## src/sv/assert_macros.svh

```systemverilog
// assertion macros for the deframer
`ifndef ASSERT_MACROS_SVH
`define ASSERT_MACROS_SVH
`ifndef ASSERT_OFF
`define ASSERT_IMPLIES(label, clk, rst_n, a, b) \
    label: assert property (@(posedge clk) disable iff (!rst_n) (a) |-> (b)) \
        else $error("assertion failed");
`define ASSERT_NEXT(label, clk, rst_n, a, b) \
    label: assert property (@(posedge clk) disable iff (!rst_n) (a) |=> (b)) \
        else $error("assertion failed");
`else
`define ASSERT_IMPLIES(label, clk, rst_n, a, b)
`define ASSERT_NEXT(label, clk, rst_n, a, b)
`endif
`endif

```

## src/sv/rcd_pkg.sv

```systemverilog
// ----------------------------------------------------------------------------
// rcd_pkg
// shared types and constants of the request deframer
// ----------------------------------------------------------------------------
package rcd_pkg;
    localparam int ARG_INDEX_BITS_DEF = 16;
    localparam int LENGTH_BITS_DEF = 30;
    localparam int CFG_INDEX_W = 2;
    localparam int CFG_DATA_W = 30;
    localparam int OUT_TDATA_W = 32;
    localparam int OUT_TUSER_W = 4;

    localparam logic [1:0] CFG_INLINE = 2'd0;
    localparam logic [1:0] CFG_LOWER = 2'd1;
    localparam logic [1:0] CFG_MAXLEN = 2'd2;
    localparam logic [1:0] CFG_MAXCNT = 2'd3;

    localparam logic [1:0] ST_OK = 2'd0;
    localparam logic [1:0] ST_PROTO = 2'd1;
    localparam logic [1:0] ST_EMPTY = 2'd2;
    localparam logic [1:0] ST_LARGE = 2'd3;

    localparam logic [7:0] CH_STAR = 8'h2a;
    localparam logic [7:0] CH_DOLLAR = 8'h24;
    localparam logic [7:0] CH_CR = 8'h0d;
    localparam logic [7:0] CH_LF = 8'h0a;
    localparam logic [7:0] CH_SPACE = 8'h20;

    typedef enum logic [3:0] {
        PH_IDLE, PH_COUNT, PH_DOLLAR, PH_LEN, PH_DATA, PH_TAIL, PH_INLINE, PH_SKIP
    } phase_t;

    // byte plus its classification, passed from front to back
    typedef struct packed {
        logic [7:0] b;
        logic       is_digit;
        logic       is_cr;
        logic       is_lf;
        logic       is_space;
        logic       is_star;
        logic       is_dollar;
    } cls_item_t;

    typedef struct packed {
        logic [7:0]  out_byte;
        logic        byte_valid;
        logic [15:0] arg_index;
        logic        arg_end;
        logic        command_end;
        logic        from_inline;
        logic [1:0]  status;
    } result_t;
endpackage

```

## src/sv/rcd_front.sv

```systemverilog
// ----------------------------------------------------------------------------
// rcd_front
// accepts input bytes, classifies them and queues them for the parser
// ----------------------------------------------------------------------------
module rcd_front
    import rcd_pkg::*;
(
    input  logic      clk,
    input  logic      rst_n,
    input  logic      in_valid,
    output logic      in_ready,
    input  logic [7:0] in_byte,
    output logic      q_valid,
    input  logic      q_ready,
    output cls_item_t q_item
);
    cls_item_t  slot_reg [2];
    logic       wr_ptr_reg, rd_ptr_reg;
    logic [1:0] cnt_reg;
    cls_item_t  cls;
    logic       push, pop;

    always_comb
    begin
        cls.b = in_byte;
        cls.is_digit = (in_byte >= 8'h30) && (in_byte <= 8'h39);
        cls.is_cr = in_byte == CH_CR;
        cls.is_lf = in_byte == CH_LF;
        cls.is_space = in_byte == CH_SPACE;
        cls.is_star = in_byte == CH_STAR;
        cls.is_dollar = in_byte == CH_DOLLAR;
    end

    assign in_ready = cnt_reg != 2'd2;
    assign q_valid = cnt_reg != 2'd0;
    assign q_item = slot_reg[rd_ptr_reg];
    assign push = in_valid && in_ready;
    assign pop = q_valid && q_ready;

    always_ff @(posedge clk)
    begin
        if (push)
        begin
            slot_reg[wr_ptr_reg] <= cls;
        end
    end

    always_ff @(posedge clk or negedge rst_n)
    begin
        if (!rst_n)
        begin
            wr_ptr_reg <= 1'b0;
            rd_ptr_reg <= 1'b0;
            cnt_reg <= 2'd0;
        end
        else
        begin
            if (push) wr_ptr_reg <= ~wr_ptr_reg;
            if (pop) rd_ptr_reg <= ~rd_ptr_reg;
            cnt_reg <= cnt_reg + {1'b0, push} - {1'b0, pop};
        end
    end
endmodule

```

## src/sv/rcd_back.sv

```systemverilog
// ----------------------------------------------------------------------------
// rcd_back
// per-byte parser state machine with registered result output
// ----------------------------------------------------------------------------
module rcd_back
    import rcd_pkg::*;
#(
    parameter int ARG_INDEX_BITS = ARG_INDEX_BITS_DEF,
    parameter int LENGTH_BITS = LENGTH_BITS_DEF
)
(
    input  logic        clk,
    input  logic        rst_n,
    input  logic        q_valid,
    output logic        q_ready,
    input  cls_item_t   q_item,
    input  logic        inline_enable,
    input  logic        lowercase_name,
    input  logic [29:0] max_bulk_length,
    input  logic [16:0] max_argument_count,
    output logic        res_valid,
    input  logic        res_ready,
    output result_t     res
);
    localparam int AI = ARG_INDEX_BITS;
    localparam int CW = ARG_INDEX_BITS + 1;
    localparam logic [30:0] ACC_MAX = 31'h7fffffff;
    localparam logic [32:0] CNT_CAP = 33'(64'd1 << ARG_INDEX_BITS);
    localparam logic [30:0] LEN_CAP = 31'((64'd1 << LENGTH_BITS) - 1);
    localparam logic [AI-1:0] IDX_MAX = {AI{1'b1}};

    phase_t          phase_reg, phase_next;
    logic [30:0]     acc_reg, acc_next;
    logic            dseen_reg, dseen_next;
    logic [CW-1:0]   args_reg, args_next;
    logic [AI-1:0]   idx_reg, idx_next;
    logic [LENGTH_BITS-1:0] bytes_reg, bytes_next;
    logic            crp_reg, crp_next;
    logic            lhc_reg, lhc_next;
    logic            hv_reg, hv_next;
    logic [7:0]      hb_reg, hb_next;
    logic            tok_reg, tok_next;
    logic            ov_reg;
    result_t         o_reg;
    logic            emit;
    result_t         r;
    logic            step;
    logic [7:0]      b;
    logic [32:0]     climit;
    logic [30:0]     llimit;
    logic [34:0]     acc10;
    logic [15:0]     idx16;
    logic [AI-1:0]   idx_use;

    assign q_ready = !ov_reg || res_ready;
    assign step = q_valid && q_ready;
    assign b = q_item.b;
    assign res_valid = ov_reg;
    assign res = o_reg;
    assign climit = ({16'd0, max_argument_count} > CNT_CAP) ? CNT_CAP
                                                             : {16'd0, max_argument_count};
    assign llimit = ({1'b0, max_bulk_length} > LEN_CAP) ? LEN_CAP : {1'b0, max_bulk_length};
    assign acc10 = ({4'd0, acc_reg} << 3) + ({4'd0, acc_reg} << 1) + {31'd0, b[3:0]};

    function automatic logic [7:0] fold(input logic [7:0] x, input logic en,
                                        input logic zero);
        if (en && zero && x >= 8'h41 && x <= 8'h5a) return x + 8'd32;
        return x;
    endfunction

    // next state
    always_comb
    begin
        phase_next = phase_reg; acc_next = acc_reg; dseen_next = dseen_reg;
        args_next = args_reg; idx_next = idx_reg; bytes_next = bytes_reg;
        crp_next = crp_reg; lhc_next = lhc_reg; hv_next = hv_reg; hb_next = hb_reg;
        tok_next = tok_reg;
        emit = 1'b0;
        r = '0;
        idx_use = idx_reg;
        case (phase_reg)
            PH_IDLE:
            begin
                idx_use = '0;
                idx_next = '0;
            end
            default: ;
        endcase
        idx16 = 16'(idx_use);
        r.arg_index = idx16;
        case (phase_reg)
            PH_IDLE, PH_INLINE:
            begin
                if (phase_reg == PH_IDLE && q_item.is_star)
                begin
                    acc_next = '0; dseen_next = 1'b0; crp_next = 1'b0;
                    phase_next = PH_COUNT;
                end
                else if (phase_reg == PH_IDLE && !inline_enable)
                begin
                    emit = 1'b1; r.command_end = 1'b1; r.status = ST_PROTO;
                    phase_next = q_item.is_lf ? PH_IDLE : PH_SKIP;
                    crp_next = 1'b0;
                end
                else
                begin
                    logic hv, tk, lc;
                    hv = (phase_reg == PH_IDLE) ? 1'b0 : hv_reg;
                    tk = (phase_reg == PH_IDLE) ? 1'b0 : tok_reg;
                    lc = (phase_reg == PH_IDLE) ? 1'b0 : lhc_reg;
                    phase_next = PH_INLINE;
                    hv_next = hv; tok_next = tk; lhc_next = lc;
                    r.from_inline = 1'b1;
                    r.out_byte = fold(hb_reg, lowercase_name, idx_use == '0);
                    if (q_item.is_lf)
                    begin
                        emit = 1'b1; r.command_end = 1'b1;
                        if (hv && hb_reg != CH_CR)
                        begin
                            r.byte_valid = 1'b1; r.arg_end = 1'b1;
                        end
                        else if (tk) r.arg_end = 1'b1;
                        else if (!lc)
                        begin
                            r.status = ST_EMPTY; r.arg_index = '0;
                        end
                        if (!(hv && hb_reg != CH_CR)) r.out_byte = '0;
                        phase_next = PH_IDLE; hv_next = 1'b0;
                    end
                    else if (q_item.is_space)
                    begin
                        emit = 1'b1; r.arg_end = 1'b1; r.byte_valid = hv;
                        if (!hv) r.out_byte = '0;
                        if (idx_use != IDX_MAX) idx_next = idx_use + AI'(1);
                        hv_next = 1'b0; tok_next = 1'b0; lhc_next = 1'b1;
                    end
                    else
                    begin
                        if (hv)
                        begin
                            emit = 1'b1; r.byte_valid = 1'b1;
                            tok_next = 1'b1; lhc_next = 1'b1;
                        end
                        hb_next = b; hv_next = 1'b1;
                    end
                end
            end
            PH_COUNT, PH_LEN:
            begin
                logic bad; logic [1:0] st;
                bad = 1'b0; st = ST_PROTO;
                if (crp_reg)
                begin
                    if (!q_item.is_lf || !dseen_reg) bad = 1'b1;
                    else if (phase_reg == PH_COUNT)
                    begin
                        if (acc_reg == '0) bad = 1'b1;
                        else if ({2'b0, acc_reg} > climit)
                        begin
                            bad = 1'b1; st = ST_LARGE;
                        end
                        else
                        begin
                            crp_next = 1'b0; args_next = CW'(acc_reg);
                            idx_next = '0; phase_next = PH_DOLLAR;
                        end
                    end
                    else
                    begin
                        if (acc_reg > llimit)
                        begin
                            bad = 1'b1; st = ST_LARGE;
                        end
                        else
                        begin
                            crp_next = 1'b0; bytes_next = LENGTH_BITS'(acc_reg);
                            phase_next = (acc_reg == '0) ? PH_TAIL : PH_DATA;
                        end
                    end
                end
                else if (q_item.is_digit)
                begin
                    acc_next = (acc10 > {4'd0, ACC_MAX}) ? ACC_MAX : acc10[30:0];
                    dseen_next = 1'b1;
                end
                else if (q_item.is_cr) crp_next = 1'b1;
                else bad = 1'b1;
                if (bad)
                begin
                    emit = 1'b1; r.command_end = 1'b1; r.status = st;
                    phase_next = q_item.is_lf ? PH_IDLE : PH_SKIP; crp_next = 1'b0;
                end
            end
            PH_DOLLAR:
            begin
                if (!q_item.is_dollar)
                begin
                    emit = 1'b1; r.command_end = 1'b1; r.status = ST_PROTO;
                    phase_next = q_item.is_lf ? PH_IDLE : PH_SKIP; crp_next = 1'b0;
                end
                else
                begin
                    acc_next = '0; dseen_next = 1'b0; crp_next = 1'b0;
                    phase_next = PH_LEN;
                end
            end
            PH_DATA:
            begin
                logic [LENGTH_BITS-1:0] nb;
                emit = 1'b1; r.byte_valid = 1'b1;
                r.out_byte = fold(b, lowercase_name, idx_reg == '0);
                nb = (bytes_reg != '0) ? bytes_reg - LENGTH_BITS'(1) : bytes_reg;
                bytes_next = nb;
                if (nb == '0)
                begin
                    crp_next = 1'b0; phase_next = PH_TAIL;
                end
            end
            PH_TAIL:
            begin
                if ((!crp_reg && !q_item.is_cr) || (crp_reg && !q_item.is_lf))
                begin
                    emit = 1'b1; r.command_end = 1'b1; r.status = ST_PROTO;
                    phase_next = q_item.is_lf ? PH_IDLE : PH_SKIP; crp_next = 1'b0;
                end
                else if (!crp_reg) crp_next = 1'b1;
                else
                begin
                    crp_next = 1'b0; emit = 1'b1; r.arg_end = 1'b1;
                    if (args_reg <= CW'(1))
                    begin
                        r.command_end = 1'b1; args_next = '0; phase_next = PH_IDLE;
                    end
                    else
                    begin
                        args_next = args_reg - CW'(1); idx_next = idx_reg + AI'(1);
                        phase_next = PH_DOLLAR;
                    end
                end
            end
            PH_SKIP:
            begin
                if (q_item.is_lf) phase_next = PH_IDLE;
            end
            default: phase_next = PH_IDLE;
        endcase
    end

    always_ff @(posedge clk)
    begin
        if (step && emit) o_reg <= r;
    end

    always_ff @(posedge clk or negedge rst_n)
    begin
        if (!rst_n)
        begin
            phase_reg <= PH_IDLE; acc_reg <= '0; dseen_reg <= 1'b0; args_reg <= '0;
            idx_reg <= '0; bytes_reg <= '0; crp_reg <= 1'b0; lhc_reg <= 1'b0;
            hv_reg <= 1'b0; hb_reg <= '0; tok_reg <= 1'b0; ov_reg <= 1'b0;
        end
        else
        begin
            if (step)
            begin
                phase_reg <= phase_next; acc_reg <= acc_next; dseen_reg <= dseen_next;
                args_reg <= args_next; idx_reg <= idx_next; bytes_reg <= bytes_next;
                crp_reg <= crp_next; lhc_reg <= lhc_next; hv_reg <= hv_next;
                hb_reg <= hb_next; tok_reg <= tok_next;
            end
            if (step) ov_reg <= emit;
            else if (res_ready) ov_reg <= 1'b0;
        end
    end
endmodule

```

## src/sv/resp_command_deframer_top.sv

```systemverilog
// ----------------------------------------------------------------------------
// resp_command_deframer_top
// request stream deframer: splits array and inline commands into arguments
// ----------------------------------------------------------------------------
// channel  dir  contents
// s_axis   in   tdata[7:0] in_byte
// m_axis   out  tdata: out_byte, arg_index, arg_end; tlast: command_end;
//               tuser: byte_valid, from_inline, status
// cfg      in   index 0..3, 30-bit data
// one byte per cycle sustained while m_axis_tready is high; the parser decides each byte combinationally
// a two-entry queue sits between front and parser, results are registered
// reset clears all state but queue slots and result data, and restores register defaults; no clearing pass
module resp_command_deframer_top
    import rcd_pkg::*;
#(
    parameter int ARG_INDEX_BITS = ARG_INDEX_BITS_DEF,
    parameter int LENGTH_BITS = LENGTH_BITS_DEF
)
(
    input  logic                   clk,
    input  logic                   rst_n,
    input  logic                   s_axis_tvalid,
    output logic                   s_axis_tready,
    input  logic [7:0]             s_axis_tdata,  // in_byte
    output logic                   m_axis_tvalid,
    input  logic                   m_axis_tready,
    // out_byte, arg_index, arg_end
    output logic [OUT_TDATA_W-1:0] m_axis_tdata,
    output logic                   m_axis_tlast,  // command_end
    // byte_valid, from_inline, status
    output logic [OUT_TUSER_W-1:0] m_axis_tuser,
    input  logic                   cfg_valid,
    output logic                   cfg_ready,
    input  logic [CFG_INDEX_W-1:0] cfg_index,
    input  logic [CFG_DATA_W-1:0]  cfg_data
);
    `include "assert_macros.svh"

    logic        inl_reg, low_reg;
    logic [29:0] mlen_reg;
    logic [16:0] mcnt_reg;
    logic        q_valid, q_ready;
    cls_item_t   q_item;
    result_t     res;

    assign cfg_ready = 1'b1;

    always_ff @(posedge clk or negedge rst_n)
    begin
        if (!rst_n)
        begin
            inl_reg <= 1'b1; low_reg <= 1'b1;
            mlen_reg <= 30'd536870912; mcnt_reg <= 17'd65536;
        end
        else if (cfg_valid)
        begin
            case (cfg_index)
                CFG_INLINE: inl_reg <= cfg_data[0];
                CFG_LOWER:  low_reg <= cfg_data[0];
                CFG_MAXLEN: mlen_reg <= cfg_data;
                CFG_MAXCNT: mcnt_reg <= cfg_data[16:0];
                default: ;
            endcase
        end
    end

    rcd_front u_front (
        .clk(clk), .rst_n(rst_n),
        .in_valid(s_axis_tvalid), .in_ready(s_axis_tready), .in_byte(s_axis_tdata),
        .q_valid(q_valid), .q_ready(q_ready), .q_item(q_item)
    );

    rcd_back #(.ARG_INDEX_BITS(ARG_INDEX_BITS), .LENGTH_BITS(LENGTH_BITS)) u_back (
        .clk(clk), .rst_n(rst_n),
        .q_valid(q_valid), .q_ready(q_ready), .q_item(q_item),
        .inline_enable(inl_reg), .lowercase_name(low_reg),
        .max_bulk_length(mlen_reg), .max_argument_count(mcnt_reg),
        .res_valid(m_axis_tvalid), .res_ready(m_axis_tready), .res(res)
    );

    assign m_axis_tdata = {7'd0, res.arg_end, res.arg_index, res.out_byte};
    assign m_axis_tlast = res.command_end;
    assign m_axis_tuser = {res.status, res.from_inline, res.byte_valid};

    `ASSERT_IMPLIES(a_empty_no_byte, clk, rst_n,
        m_axis_tvalid && m_axis_tuser[3:2] == ST_EMPTY, !m_axis_tuser[0])
    `ASSERT_IMPLIES(a_err_ends_cmd, clk, rst_n,
        m_axis_tvalid && m_axis_tuser[3:2] != ST_OK, m_axis_tlast)
    `ASSERT_NEXT(a_hold_out, clk, rst_n,
        m_axis_tvalid && !m_axis_tready, m_axis_tvalid && $stable(res))
endmodule
```

## config.mk

```make
export PLATFORM = sky130hd
export DESIGN_NAME = resp_command_deframer_top
export DESIGN_NICKNAME = d
export VERILOG_FILES = /design/src/sv/rcd_pkg.sv /design/src/sv/rcd_front.sv /design/src/sv/rcd_back.sv /design/src/sv/resp_command_deframer_top.sv
export VERILOG_INCLUDE_DIRS = /design/src /design/src/sv
export SDC_FILE = /design/constraint.sdc
export NUM_CORES = 1
export LEC_CHECK = 0
export CAP_MARGIN = 20
export CORE_MARGIN = 1.5
export CORE_UTILIZATION = 35
export CTS_BUF_LIST = sky130_fd_sc_hd__clkbuf_16
export DETAILED_ROUTE_END_ITERATION = 8
export DONT_BUFFER_PORTS = 1
export PLACE_DENSITY_LB_ADDON = 0.08
export SLEW_MARGIN = 20
export SYNTH_ARGS = -nofsm -noshare
export SYNTH_HDL_FRONTEND = slang
export SYNTH_SLANG_ARGS = --single-unit
```

## constraint.sdc

```tcl
create_clock -name clk -period 8.6 [get_ports clk]
set_input_delay 2.15 -clock clk [delete_from_list [all_inputs] [get_ports clk]]
set_output_delay 2.15 -clock clk [all_outputs]
set_load 0.005 [all_outputs]
```

==> flow_metrics.tcl <==
set metrics [dict create \
    finish.net_count 1763 \
    dieHeight_um 209.2 \
    die_width_um 209.2 \
    timing.final.crit_share 0.6242 \
    post-cts-setup-buffer-count 0 \
    post-route-cell-area_um2 16290 \
    ys_types 90 \
    grt_first_pass_wirelength_um 71440 \
    hold_viol_final 0 \
    start_kind "register" \
    largest_register_ffs 31 \
    floorplan.rows 75 \
    dpl.cell_count 2106 \
    yosysSeqAreaShare 0.3932 \
    comb_power_share 0.419 \
    run_status "finished, final reports clean" \
    post_synth.cell_area_avg_um2 9.135 \
    number_of_vias_per_cell 5.790 \
    placement.setup.worst_slack_ns 3.231 \
    cts_root_buffer "sky130_fd_sc_hd__clkbuf_16" \
    crit_path_max_fanout 22 \
    grt_setup_unrepaired "false" \
    grt_start_max_net_pins 165 \
    layout.cells.most_common "sky130_fd_sc_hd__dfrtp_1" \
    cts.sinks 222 \
    detail_route.first_pass.iterations 5 \
    via_count 12500 \
    placedInstanceArea_um2 15360 \
    cts_tree "done" \
    netSwitchingFraction 0.4352 \
    fill_cells 4229 \
    io-pin-count 85 \
    power.density_cell_area_nw_per_um2 312.6 \
    fmax_mhz 186.3 \
    worstPathRequired_ns 9.10 \
    post_synth_edffs 58 \
    cts-buffers-inserted 28 \
    antenna-diode-count 0 \
    max-clock-path-buffers 3 \
    initial_standard_cell_utilization_of_the_core 0.3548 \
    crit_arrival_ns 5.87 \
    ratio_of_cells_with_drive_above_1_in_the_final_layout 0.08709 \
    finalPower_w 0.005092 \
    post_cts_hold_buffer_count 0 \
    synth.cell_area_um2 14880 \
    grt_use_total 0.2063 \
    max_cap_violations 0 \
    setup_ws_ns 3.232 \
    layout.cells.most_common_list "sky130_fd_sc_hd__dfrtp_1 (160), sky130_fd_sc_hd__nand2_1 (159), sky130_fd_sc_hd__o21ai_0 (147)" \
    seqPwrFrac 0.347 \
    finalClockSkew_ns 0.01132 \
    grt-ovfl-total 0 \
    synth-main-ff-cell "sky130_fd_sc_hd__dfrtp_1" \
    numPortBuffers 0 \
    grt_pass1_vias 12110 \
    drtAntennaViolNets 0 \
    gp_routability_congestion 0.8865 \
    clock_power_share 0.234 \
    setup_viol_count_final 0 \
    routedWlPerCell_um 20.96 \
    h-tree-depth 1 \
    switching_pwr_w 0.002216 \
    crit_path_end_kind "register" \
    dp_hpwl_um 32070 \
    path_clk_slew_ns 0.06 \
    criticalPathCategory "reg -> reg" \
    report.final.slew_viol_count 0 \
    asyncSetResetFlopFracSynth 0.7387 \
    fin_crit_ns 5.368 \
    synth-warning-count 0 \
    postRouteWirelength_um 45220 \
    synth.ff_latch_count 222 \
    post_synth_inst_count 1629 \
    internal-power_w 0.002876 \
    totalNegativeSetupSlack_ns 0 \
    insertion_delay_ns 0.57 \
    cts.repair.resized 0 \
    drtIter0Drc 965 \
    dieArea_um2 43760 \
    slew-limit-headroom 0.3471 \
    core_region_area_um2 41950 \
    min_path_type "reg -> reg" \
    worst_pin_slew_ns 0.9767 \
    leakage_nw 7.183 \
    initial_antenna_violation_count 0 \
    vdd_ir_drop_max_mv 0.1530 \
    flow.area_growth_from_synthesis_pct 9.468 \
    post_layout_instance_count_excluding_filler_cells 2158 \
    post-route-drc-count 0 \
]
==> cells by family after synthesis <==
group / synth area share
compound gates: 0.2060
xor+xnor: 0.02178
fa+ha+maj: 0.1027
buf+inv: 0.04288
flops: 0.3932
mux: 0.05331
other cells: 0.0005047
simple gates: 0.1796
==> stage by stage <==
step | utilization | hold WS [ns]
2_1_floorplan | - | 0.4608
3_3_place_gp | 0.3662 | 0.4794
3_5_place_dp | 0.3662 | 0.4867
4_1_cts | 0.3883 | 0.4976
5_1_grt | 0.3883 | 0.5110
6_report | 0.3883 | 0.4921
==> routing by layer <==
layer	routed length [um]	global-route usage
met5	0	0
met3	2295	0.02645
met4	829	0.04823
met2	19560	0.3114
met1	22540	0.3112
==> critical path, stage by stage, from the launching register on <==
cell and delay [ns]:
sky130_fd_sc_hd__dfrtp_1 0.89, sky130_fd_sc_hd__mux2i_1 0.44, sky130_fd_sc_hd__inv_1 0.11, sky130_fd_sc_hd__fa_1 0.51
sky130_fd_sc_hd__ha_1 0.31, sky130_fd_sc_hd__a21oi_1 0.21, sky130_fd_sc_hd__o211ai_1 0.22, sky130_fd_sc_hd__a221oi_1 0.66
sky130_fd_sc_hd__nor3_1 0.15, sky130_fd_sc_hd__o31ai_1 0.29, sky130_fd_sc_hd__a21oi_1 0.13, sky130_fd_sc_hd__o211ai_2 0.38
sky130_fd_sc_hd__and2_1 0.78, sky130_fd_sc_hd__a221o_1 0.21
==> power groups by stage <==
| stage | sequential (W) | clock, W | combinational [W] |
|---|---|---|---|
| after floorplan | 0.00161 | 0 | 0.00161 |
| after global placement | 0.00178 | 0 | 0.00211 |
| after detailed placement | 0.00179 | 0 | 0.00212 |
| after CTS | 0.00177 | 0.00123 | 0.00213 |
| after global routing | 0.00181 | 0.00127 | 0.00240 |
| final | 0.00177 | 0.00119 | 0.00213 |
==> synthesized netlist by cell type, drive strengths merged (10+ instances only) <==
| library cell | n | area share |
|---|---|---|
| xor2 | 16 | 0.0094 |
| xnor2 | 21 | 0.012 |
| dfrtp | 160 | 0.27 |
| a21oi | 117 | 0.039 |
| nor4 | 40 | 0.018 |
| ha | 119 | 0.10 |
| mux2 | 58 | 0.044 |
| nand3 | 43 | 0.014 |
| mux2i | 14 | 0.0094 |
| buf | 17 | 0.0070 |
| o21ai | 151 | 0.051 |
| o21bai | 10 | 0.0050 |
| clkbuf | 65 | 0.016 |
| nor3 | 53 | 0.019 |
| a22oi | 21 | 0.011 |
| a31oi | 27 | 0.011 |
| nor2 | 118 | 0.030 |
| nand2 | 159 | 0.040 |
| and3 | 12 | 0.0050 |
| a21o | 15 | 0.0076 |
| a221o | 25 | 0.017 |
| or3 | 13 | 0.0055 |
| and2 | 20 | 0.0084 |
| edfxtp | 58 | 0.12 |
| nand4 | 30 | 0.013 |
| inv | 76 | 0.019 |
==> final cells by class <==
class	instances	area, um2	share of cell area
Multi-Input combinational cell	1254	8442	0.5182
Sequential cell	222	5851	0.3592
Clock buffer	28	700.7	0.04301
Tap cell	539	674.4	0.04140
Inverter	77	289.0	0.01774
Clock inverter	24	227.7	0.01398
Timing Repair Buffer	14	105.1	0.006452
==> worst paths after layout <==
path | end | slack, ns | depth (start not counted) | from
worst max-delay path | u_back.acc_reg[10] | 3.23 | 13 | u_front.rd_ptr_reg
worst min-delay path | u_front.wr_ptr_reg | 0.49 | 1 | u_front.wr_ptr_reg
worst max register to register | u_back.acc_reg[10] | 3.23 | 13 | u_front.rd_ptr_reg
worst min register to register | u_front.wr_ptr_reg | 0.49 | 1 | u_front.wr_ptr_reg
max in group asynchronous | mcnt_reg[16] | 6.98 | 0 | rst_n
min in group asynchronous | mlen_reg[23] | 1.28 | 0 | rst_n
Power figures use the tool's default switching activity.
